==> config.mk <==
export PLATFORM = sky130hd
export DESIGN_NAME = mps_ctrl
export DESIGN_NICKNAME = d
export VERILOG_FILES = /design/src/hdl/mps_pkg.sv /design/src/hdl/mps_ctrl.sv
export SDC_FILE = /design/constraint.sdc
export NUM_CORES = 1
export LEC_CHECK = 0
export ABC_AREA = 1
export BUFFER_PORTS_ARGS = -buffer_cell sky130_fd_sc_hd__buf_4
export CAP_MARGIN = 5
export CORE_ASPECT_RATIO = 0.8
export CORE_UTILIZATION = 60
export DETAILED_ROUTE_END_ITERATION = 7
export HOLD_SLACK_MARGIN = 0.08
export MAX_ROUTING_LAYER = met4
export PLACE_DENSITY = 0.83
export SYNTH_ARGS = -nofsm -noshare
export SYNTH_HDL_FRONTEND = slang
export SYNTH_SLANG_ARGS = --single-unit
export TNS_END_PERCENT = 5
==> constraint.sdc <==
create_clock -name clk -period 3.59 [get_ports clk]
set_clock_uncertainty 0.15 [all_clocks]
set_input_delay 0.718 -clock clk [delete_from_list [all_inputs] [get_ports clk]]
set_output_delay 0.718 -clock clk [all_outputs]
set_load 0.05 [all_outputs]
==> src/hdl/mps_pkg.sv <==
// Shared types, constants and the hue colour function of the metaball pixel shader.
package mps_pkg;

	localparam logic OP_LOAD  = 1'b0;
	localparam logic OP_SHADE = 1'b1;

	localparam logic [1:0] CFG_THRESHOLD = 2'd0;
	localparam logic [1:0] CFG_BLOBS     = 2'd1;
	localparam logic [1:0] CFG_HUE       = 2'd2;

	localparam logic [47:0] THRESHOLD_RST = 48'd1288490;
	localparam logic [4:0]  BLOBS_RST     = 5'd10;
	localparam logic [15:0] HUE_RST       = 16'd0;

	localparam logic [47:0] Q48_MAX    = 48'hFFFF_FFFF_FFFF;
	localparam logic [16:0] ONE_Q16    = 17'h10000;
	localparam logic [17:0] THREE_Q16  = 18'd196608;
	localparam logic [15:0] QUARTER    = 16'h4000;
	localparam logic [17:0] D_SAT      = 18'd16;
	localparam logic [6:0]  SQRT_STEPS = 7'd17;
	localparam logic [6:0]  DIV_STEPS  = 7'd65;

	typedef struct packed {
		logic [7:0] r;
		logic [7:0] g;
		logic [7:0] b;
	} rgb_t;

	typedef struct packed {
		logic load;
		logic start;
		logic diff;
		logic sq;
		logic rinit;
		logic rstep;
		logic dsum;
		logic dsq;
		logic div1_init;
		logic div2_init;
		logic divt_init;
		logic dstep;
		logic acc;
		logic cmp;
		logic tchk;
		logic sm1;
		logic sm2;
		logic mix;
		logic emit;
	} cmd_t;

	typedef struct packed {
		logic n_zero;
		logic last_blob;
		logic d_small;
		logic lit;
		logic t_full;
	} sts_t;

	function automatic rgb_t hue_rgb(input logic [15:0] h);
		logic [18:0] h6;
		logic [15:0] f;
		logic [23:0] upp;
		logic [24:0] dnp;
		logic [7:0]  up;
		logic [7:0]  dn;
		rgb_t        c;
		h6  = 19'(h) * 19'd6;
		f   = h6[15:0];
		upp = 24'(f) * 24'd255;
		dnp = 25'(ONE_Q16 - 17'(f)) * 25'd255;
		up  = upp[23:16];
		dn  = dnp[23:16];
		case (h6[18:16])
			3'd0: c = '{8'd255, up, 8'd0};
			3'd1: c = '{dn, 8'd255, 8'd0};
			3'd2: c = '{8'd0, 8'd255, up};
			3'd3: c = '{8'd0, dn, 8'd255};
			3'd4: c = '{up, 8'd0, 8'd255};
			default: c = '{8'd255, 8'd0, dn};
		endcase
		return c;
	endfunction

endpackage

==> src/hdl/mps_ctrl.sv <==
// Sequencer of the metaball pixel shader: item handshake, step counter, command issue.
module mps_ctrl import mps_pkg::*; (
	input  logic clk,
	input  logic arst_n,
	input  logic item_valid,
	output logic item_stall,
	input  logic opcode,
	output logic result_valid,
	input  logic result_stall,
	input  sts_t sts,
	output cmd_t cmd
);
	typedef enum logic [20:0] {
		S_IDLE = 21'h000001,
		S_RD   = 21'h000002,
		S_DIFF = 21'h000004,
		S_SQ   = 21'h000008,
		S_RINI = 21'h000010,
		S_ROOT = 21'h000020,
		S_DSUM = 21'h000040,
		S_DSQ  = 21'h000080,
		S_D1I  = 21'h000100,
		S_D1   = 21'h000200,
		S_D2I  = 21'h000400,
		S_D2   = 21'h000800,
		S_ACC  = 21'h001000,
		S_CMP  = 21'h002000,
		S_TCHK = 21'h004000,
		S_TI   = 21'h008000,
		S_TD   = 21'h010000,
		S_SM1  = 21'h020000,
		S_SM2  = 21'h040000,
		S_MIX  = 21'h080000,
		S_EMIT = 21'h100000
	} state_t;

	state_t     state_q, state_d;
	logic [6:0] cnt_q;
	logic       out_vld_q;
	logic       accept, free, cnt_clr, cnt_inc, root_end, div_end;

	assign item_stall   = (state_q != S_IDLE);
	assign accept       = item_valid && (state_q == S_IDLE);
	assign free         = !out_vld_q || !result_stall;
	assign result_valid = out_vld_q;
	assign root_end     = (cnt_q == SQRT_STEPS - 7'd1);
	assign div_end      = (cnt_q == DIV_STEPS - 7'd1);

	always_comb begin
		cmd           = '0;
		state_d       = state_q;
		cnt_clr       = 1'b0;
		cnt_inc       = 1'b0;
		cmd.load      = accept && (opcode == OP_LOAD);
		cmd.start     = accept && (opcode == OP_SHADE);
		case (state_q)
			S_IDLE: begin
				if (cmd.start) begin
					state_d = sts.n_zero ? S_CMP : S_RD;
				end
			end
			S_RD: state_d = S_DIFF;
			S_DIFF: begin
				cmd.diff = 1'b1;
				state_d  = S_SQ;
			end
			S_SQ: begin
				cmd.sq  = 1'b1;
				state_d = S_RINI;
			end
			S_RINI: begin
				cmd.rinit = 1'b1;
				cnt_clr   = 1'b1;
				state_d   = S_ROOT;
			end
			S_ROOT: begin
				cmd.rstep = 1'b1;
				cnt_inc   = 1'b1;
				if (root_end) state_d = S_DSUM;
			end
			S_DSUM: begin
				cmd.dsum = 1'b1;
				state_d  = S_DSQ;
			end
			S_DSQ: begin
				cmd.dsq = 1'b1;
				state_d = sts.d_small ? S_ACC : S_D1I;
			end
			S_D1I: begin
				cmd.div1_init = 1'b1;
				cnt_clr       = 1'b1;
				state_d       = S_D1;
			end
			S_D1: begin
				cmd.dstep = 1'b1;
				cnt_inc   = 1'b1;
				if (div_end) state_d = S_D2I;
			end
			S_D2I: begin
				cmd.div2_init = 1'b1;
				cnt_clr       = 1'b1;
				state_d       = S_D2;
			end
			S_D2: begin
				cmd.dstep = 1'b1;
				cnt_inc   = 1'b1;
				if (div_end) state_d = S_ACC;
			end
			S_ACC: begin
				cmd.acc = 1'b1;
				state_d = sts.last_blob ? S_CMP : S_RD;
			end
			S_CMP: begin
				cmd.cmp = 1'b1;
				state_d = sts.lit ? S_TCHK : S_EMIT;
			end
			S_TCHK: begin
				cmd.tchk = 1'b1;
				state_d  = sts.t_full ? S_SM1 : S_TI;
			end
			S_TI: begin
				cmd.divt_init = 1'b1;
				cnt_clr       = 1'b1;
				state_d       = S_TD;
			end
			S_TD: begin
				cmd.dstep = 1'b1;
				cnt_inc   = 1'b1;
				if (div_end) state_d = S_SM1;
			end
			S_SM1: begin
				cmd.sm1 = 1'b1;
				state_d = S_SM2;
			end
			S_SM2: begin
				cmd.sm2 = 1'b1;
				state_d = S_MIX;
			end
			S_MIX: begin
				cmd.mix = 1'b1;
				state_d = S_EMIT;
			end
			S_EMIT: begin
				if (free) begin
					cmd.emit = 1'b1;
					state_d  = S_IDLE;
				end
			end
			default: state_d = S_IDLE;
		endcase
	end

	always_ff @(posedge clk or negedge arst_n) begin
		if (!arst_n) begin
			state_q   <= S_IDLE;
			cnt_q     <= '0;
			out_vld_q <= 1'b0;
		end else begin
			state_q <= state_d;
			if (cnt_clr) begin
				cnt_q <= '0;
			end else if (cnt_inc) begin
				cnt_q <= cnt_q + 7'd1;
			end
			if (cmd.emit) begin
				out_vld_q <= 1'b1;
			end else if (!result_stall) begin
				out_vld_q <= 1'b0;
			end
		end
	end

`ifndef SYNTHESIS
	a_root_cnt: assert property (@(posedge clk) disable iff (!arst_n)
		(state_q == S_ROOT) |-> (cnt_q < SQRT_STEPS))
		else $error("square root ran past its step count");
	a_div_cnt: assert property (@(posedge clk) disable iff (!arst_n)
		(state_q == S_D1 || state_q == S_D2 || state_q == S_TD) |-> (cnt_q < DIV_STEPS))
		else $error("divider ran past its step count");
	a_shade_busy: assert property (@(posedge clk) disable iff (!arst_n)
		(accept && opcode == OP_SHADE) |=> (state_q != S_IDLE))
		else $error("shade item did not start work");
	a_emit_src: assert property (@(posedge clk) disable iff (!arst_n)
		$rose(out_vld_q) |-> $past(state_q == S_EMIT))
		else $error("result raised outside emit");
`endif
endmodule

* Word level (Yosys, flattened, before mapping)
Cells that the tools add are included.
** Word-level totals
- Flip-flop bits (word level) :: 29
- Input port bits :: 10
- Output and inout bits :: 21
- Word-level logic and storage cells :: 83
** Operators by class
- Add/sub/neg operators :: 1
- Equal/unequal tests :: 31
- Muxes and demuxes :: 36
- Bitwise gates (word level) :: 1
- Reductions and logical operators :: 11
** Operators with widths (count)
- one-hot mux 21 bit (21 select lines) :: 1
- two-way mux 21 bit :: 7
- two-way mux 14 bit :: 2
- two-way mux 1 bit :: 22
- equality test 21 x 1 -> 1 bit (second input constant) :: 1
- equality test 21 x 10 -> 1 bit (second input constant) :: 1
- equality test 21 x 11 -> 1 bit (second input constant) :: 1
- equality test 21 x 12 -> 1 bit (second input constant) :: 1
- equality test 21 x 13 -> 1 bit (second input constant) :: 1
- equality test 21 x 14 -> 1 bit (second input constant) :: 1
- equality test 21 x 15 -> 1 bit (second input constant) :: 1
- equality test 21 x 16 -> 1 bit (second input constant) :: 1
- equality test 21 x 17 -> 1 bit (second input constant) :: 1
- equality test 21 x 18 -> 1 bit (second input constant) :: 1
- equality test 21 x 19 -> 1 bit (second input constant) :: 1
- equality test 21 x 2 -> 1 bit (second input constant) :: 1
- equality test 21 x 20 -> 1 bit (second input constant) :: 1
- equality test 21 bit (second input constant) :: 1
- equality test 21 x 3 -> 1 bit (second input constant) :: 1
- equality test 21 x 4 -> 1 bit (second input constant) :: 1
- equality test 21 x 5 -> 1 bit (second input constant) :: 1
- equality test 21 x 6 -> 1 bit (second input constant) :: 1
- equality test 21 x 7 -> 1 bit (second input constant) :: 1
- equality test 21 x 8 -> 1 bit (second input constant) :: 1
- 18 further kinds :: 28

* Logic depth before layout (Yosys ltp)
- Depth after elaboration :: 5
- Gate-level depth with buffers :: 12
- Gate-level depth less buffers :: 12

* Least setup slack after synthesis
No wires, ideal clock.
- Kind :: reg2out
- From :: register state_q[16]
- To :: output port cmd[12] in the netlist's numbering
- Arrival time :: 2402 ps
- Required time :: 2722 ps
- Path slack :: 320 ps
- Cell stages (with the launch flop) :: 6
- Buffers on the path :: 0
- Path through :: dfrtp_1 > nor2_2 > nand2_2 > nor2_8 > nand2_4 > nor4_1
** RTL lines
- from (decl) :: RTL line mps_ctrl.sv:37 : state_t state_q, state_d;
- from (signal assigned) :: RTL line mps_ctrl.sv:159 : state_q <= state_d;
- to (decl) :: RTL line mps_ctrl.sv:11 : output cmd_t cmd

==> key figures <==
Route
  • DRT iter0 DRCs: 180
  • DRC: 0
  • Via/cell ratio: 5.30
  • Via Count: 1918
  • Total wire length: 4600 µm
  • ANT nets after route: 0
  • Routed WL per cell: 12.7 µm
  • DRT Pass-1 Iters: 4

Floorplan
  • Core area: 3180 µm²
  • Initial core utilization: 64.4%
  • Die H: 54.2 µm
  • Io pins: 31
  • # rows: 18
  • Die Area: 3650 µm²
  • Chip width: 67.3 µm

Logic synthesis
  • Xor/xnor share of the synthesized area: 1.28%
  • Synthesis Warnings: 0
  • Syn nets: 296
  • Mux cell area share after synthesis: 0%
  • Mean area per synthesized cell: 7.20 µm²
  • Synth Area in Compound Gates: 5.87%
  • Mapped Area: 2050 µm²
  • Adder-cell area share of the yosys netlist: 1.22%
  • #FFs+latches synth: 29
  • Post-Synthesis Cells: 284
  • Register area share after synthesis: 35.5%
  • Post-Synth Simple-Gate Area: 46.4%
  • Distinct cells, synth: 34
  • Largest family of logic cells by synthesized area: simple AND/OR/NAND/NOR gates

Timing
  • Hold_ws: 0.189 ns
  • Slew Limit Fails: 0
  • Slew HR: 72.7%
  • Hold Fails Final Rpt: 0
  • Unrepaired setup endpoints after global routing: false
  • Worst-margin pin slew: 0.409 ns
  • Final Critical Period: 2.80 ns
  • Post-route setup TNS: 0 ns
  • Fmax: 358 MHz
  • Crit share post-route: 77.9%
  • Number of setup violations in the final report: 0

Setup path
  • Startpoint Class: flip-flop
  • Critical Path RT: 2.72 ns
  • Worst setup EP type: primary output
  • Reg2reg end: state_q[11]$_DFFE_PN0P_
  • Max FO, Critical Path: 9
  • Critical Path AT: 1.93 ns
  • CP Class: reg -> out
  • RR Startpoint: state_q[1]$_DFFE_PN0P_
  • R2r setup slk: 1.61 ns
  • R2R cell count: 9

CTS
  • H-tree Lvls: 2
  • Longest Clk Path Bufs: 2
  • CTS tree: built
  • Hold buffers post-CTS: 0
  • Post-CTS sizing: 0
  • Post-CTS setup buffers: 0
  • Reg clk slew, reported paths: 0.06 ns
  • CTS root buffer: clkbuf_8
  • Clock Latency Late Sink: 0.29 ns
  • Clk sinks: 29
  • TritonCTS Buffers: 5

GRT
  • Met3 Use GR: 6.25%
  • GR peak layer: met2
  • GRT Overall Usage: 29.9%
  • Initial antenna violation count: 0
  • Grt met2 use: 44.3%
  • Vias in the first global route: 1693
  • Total gr overflow: 0
  • Largest net degree at the start of global routing: 30
  • M1 GR Usage: 40.2%
  • First-pass GRT wire length: 7600 µm

Cells and area
  • Antenna diodes: 0
  • FF/Latch Area: 727 µm²
  • Layout area overhead: 20.0%
  • Filler cells: 226
  • Multi-input gate area: 1120 µm²
  • Share of layout cells above drive strength 1: 24.5%
  • NumNets Final: 333

Place
  • HPWL Detailed: 3530 µm
  • Port bufs: 30
  • Gpl congestion: 1.00

Run status
  • Status: finished clean

Flow run
  • Total of max-cap violations: 0

Power
  • PwrDens: 576 nW/µm²
  • Worst vdd ir: 0.464 mV
  • Power, Total: 0.00141 W
  • Leak Pwr: 1.35 nW

Hold path
  • Hold crit path type: in -> async
layer usage:
metal  routed length (µm)  vias to the layer above
li1                     -                      973
met1                 2310                      873
met2                 1970                       64
met3                  255                        8
met4                   68                        0
met5                    0                        -
cells in the final DEF (no fill, tap or decap), types with 2 or more instances in the layout:
cell	count
nand2_1	49
inv_2	2
xor2_1	3
bufinv_16	2
buf_4	30
nor2_8	3
inv_1	48
nor3_1	5
a21oi_1	2
o21ai_0	4
clkinv_2	2
ha_1	2
nand4_1	6
nand3_1	28
nor4_1	5
nor2_1	48
nand2_4	4
o21ai_1	7
nand3_2	3
dfrtp_1	28
nor2_2	14
nand2_2	6
clkbuf_8	5
nand3_4	2
nand3b_1	2
metrics by stage:
stage	setup slack, ns	cells	area [µm²]	utilization [%]
finish	0.793	362	2450	77.3
global route	0.613	362	2450	77.3
CTS	0.797	362	2450	77.3
detailed placement	1.14	354	2320	73.1
global placement	1.19	354	2320	73.1
floorplan	0.320	284	2050	-
kinds of logic (layout without fill, tap and decap cells):
kind of cell / Yosys count / after routing
buf+inv: 52 / 90
fa+ha+maj: 2 / 2
simple gates: 179 / 179
compound gates: 19 / 19
xor+xnor: 3 / 3
flops: 29 / 29
critical path: stages (launching register included):
cell and delay (ns):
dfrtp_1 0.41, nor2_2 0.22, nand2_2 0.13, nor2_8 0.18
nand2_4 0.11, inv_4 0.09, nand2_4 0.07, clkinv_2 0.07
nand2_1 0.06, nor2_1 0.09, buf_4 0.20
worst max path at each step:
| stage | startpoint | to | slack, ns | cells past startpoint |
|---|---|---|---|---|
| after floorplan | state_q[16]$_DFFE_PN0P_ | cmd[12] | 0.32 | 5 |
| after global placement | state_q[12]$_DFFE_PN0P_ | cmd[17] | 1.19 | 10 |
| after detailed placement | state_q[16]$_DFFE_PN0P_ | cmd[17] | 1.14 | 10 |
| after CTS | state_q[16]$_DFFE_PN0P_ | cmd[17] | 0.80 | 10 |
| after global routing | state_q[9]$_DFFE_PN0P_ | cmd[18] | 0.61 | 10 |
| final | state_q[16]$_DFFE_PN0P_ | cmd[18] | 0.79 | 10 |
registers in the layout (all words and copies together), names as in the netlist:
signal	cells
state_q	21
result_valid	1
cnt_q	7
synthesized netlist by cell type:
cell type / count / area (µm²)
nand3_4: 2 / 35.0
o211ai_1: 1 / 7.51
xor2_1: 3 / 26.3
or2_1: 1 / 6.26
nand3b_1: 2 / 15.0
o22ai_1: 1 / 6.26
nor2_8: 3 / 60.1
o21ai_2: 1 / 8.76
nor2_2: 14 / 87.6
inv_4: 1 / 6.26
a21oi_4: 1 / 16.3
nand3_1: 28 / 140
inv_2: 2 / 7.51
ha_1: 2 / 25.0
inv_1: 48 / 180
nor3b_1: 1 / 7.51
nand2_4: 4 / 45.0
a21oi_1: 2 / 10.0
o21ai_1: 7 / 35.0
nand4_2: 1 / 12.5
nand2_1: 49 / 184
o21ai_0: 4 / 20.0
clkinv_2: 1 / 5.00
a22o_1: 1 / 8.76
nand2_2: 6 / 37.5
a22oi_1: 1 / 7.51
nor4_1: 5 / 31.3
nand3_2: 3 / 30.0
nand4_1: 6 / 37.5
nor2_1: 48 / 180
dfrtp_1: 28 / 701
dfstp_2: 1 / 26.3
nand2b_4: 1 / 13.8
nor3_1: 5 / 25.0
report_power, final:
part | internal, W | switching (W)
registers | 0.000356 | 0.0000224
clock network | 0.000276 | 0.000134
logic | 0.000182 | 0.000443
total | 0.000814 | 0.000599
layout make-up:
class                           count  area share [%]
Multi-Input combinational cell    203            45.6
Inverter                           52            8.10
Clock inverter                      3            2.65
Tap cell                           40            2.04
Sequential cell                    29            29.6
Clock buffer                        5            2.80
Timing Repair Buffer               30            9.17
Note: power is estimated with default switching activity, not from simulation.
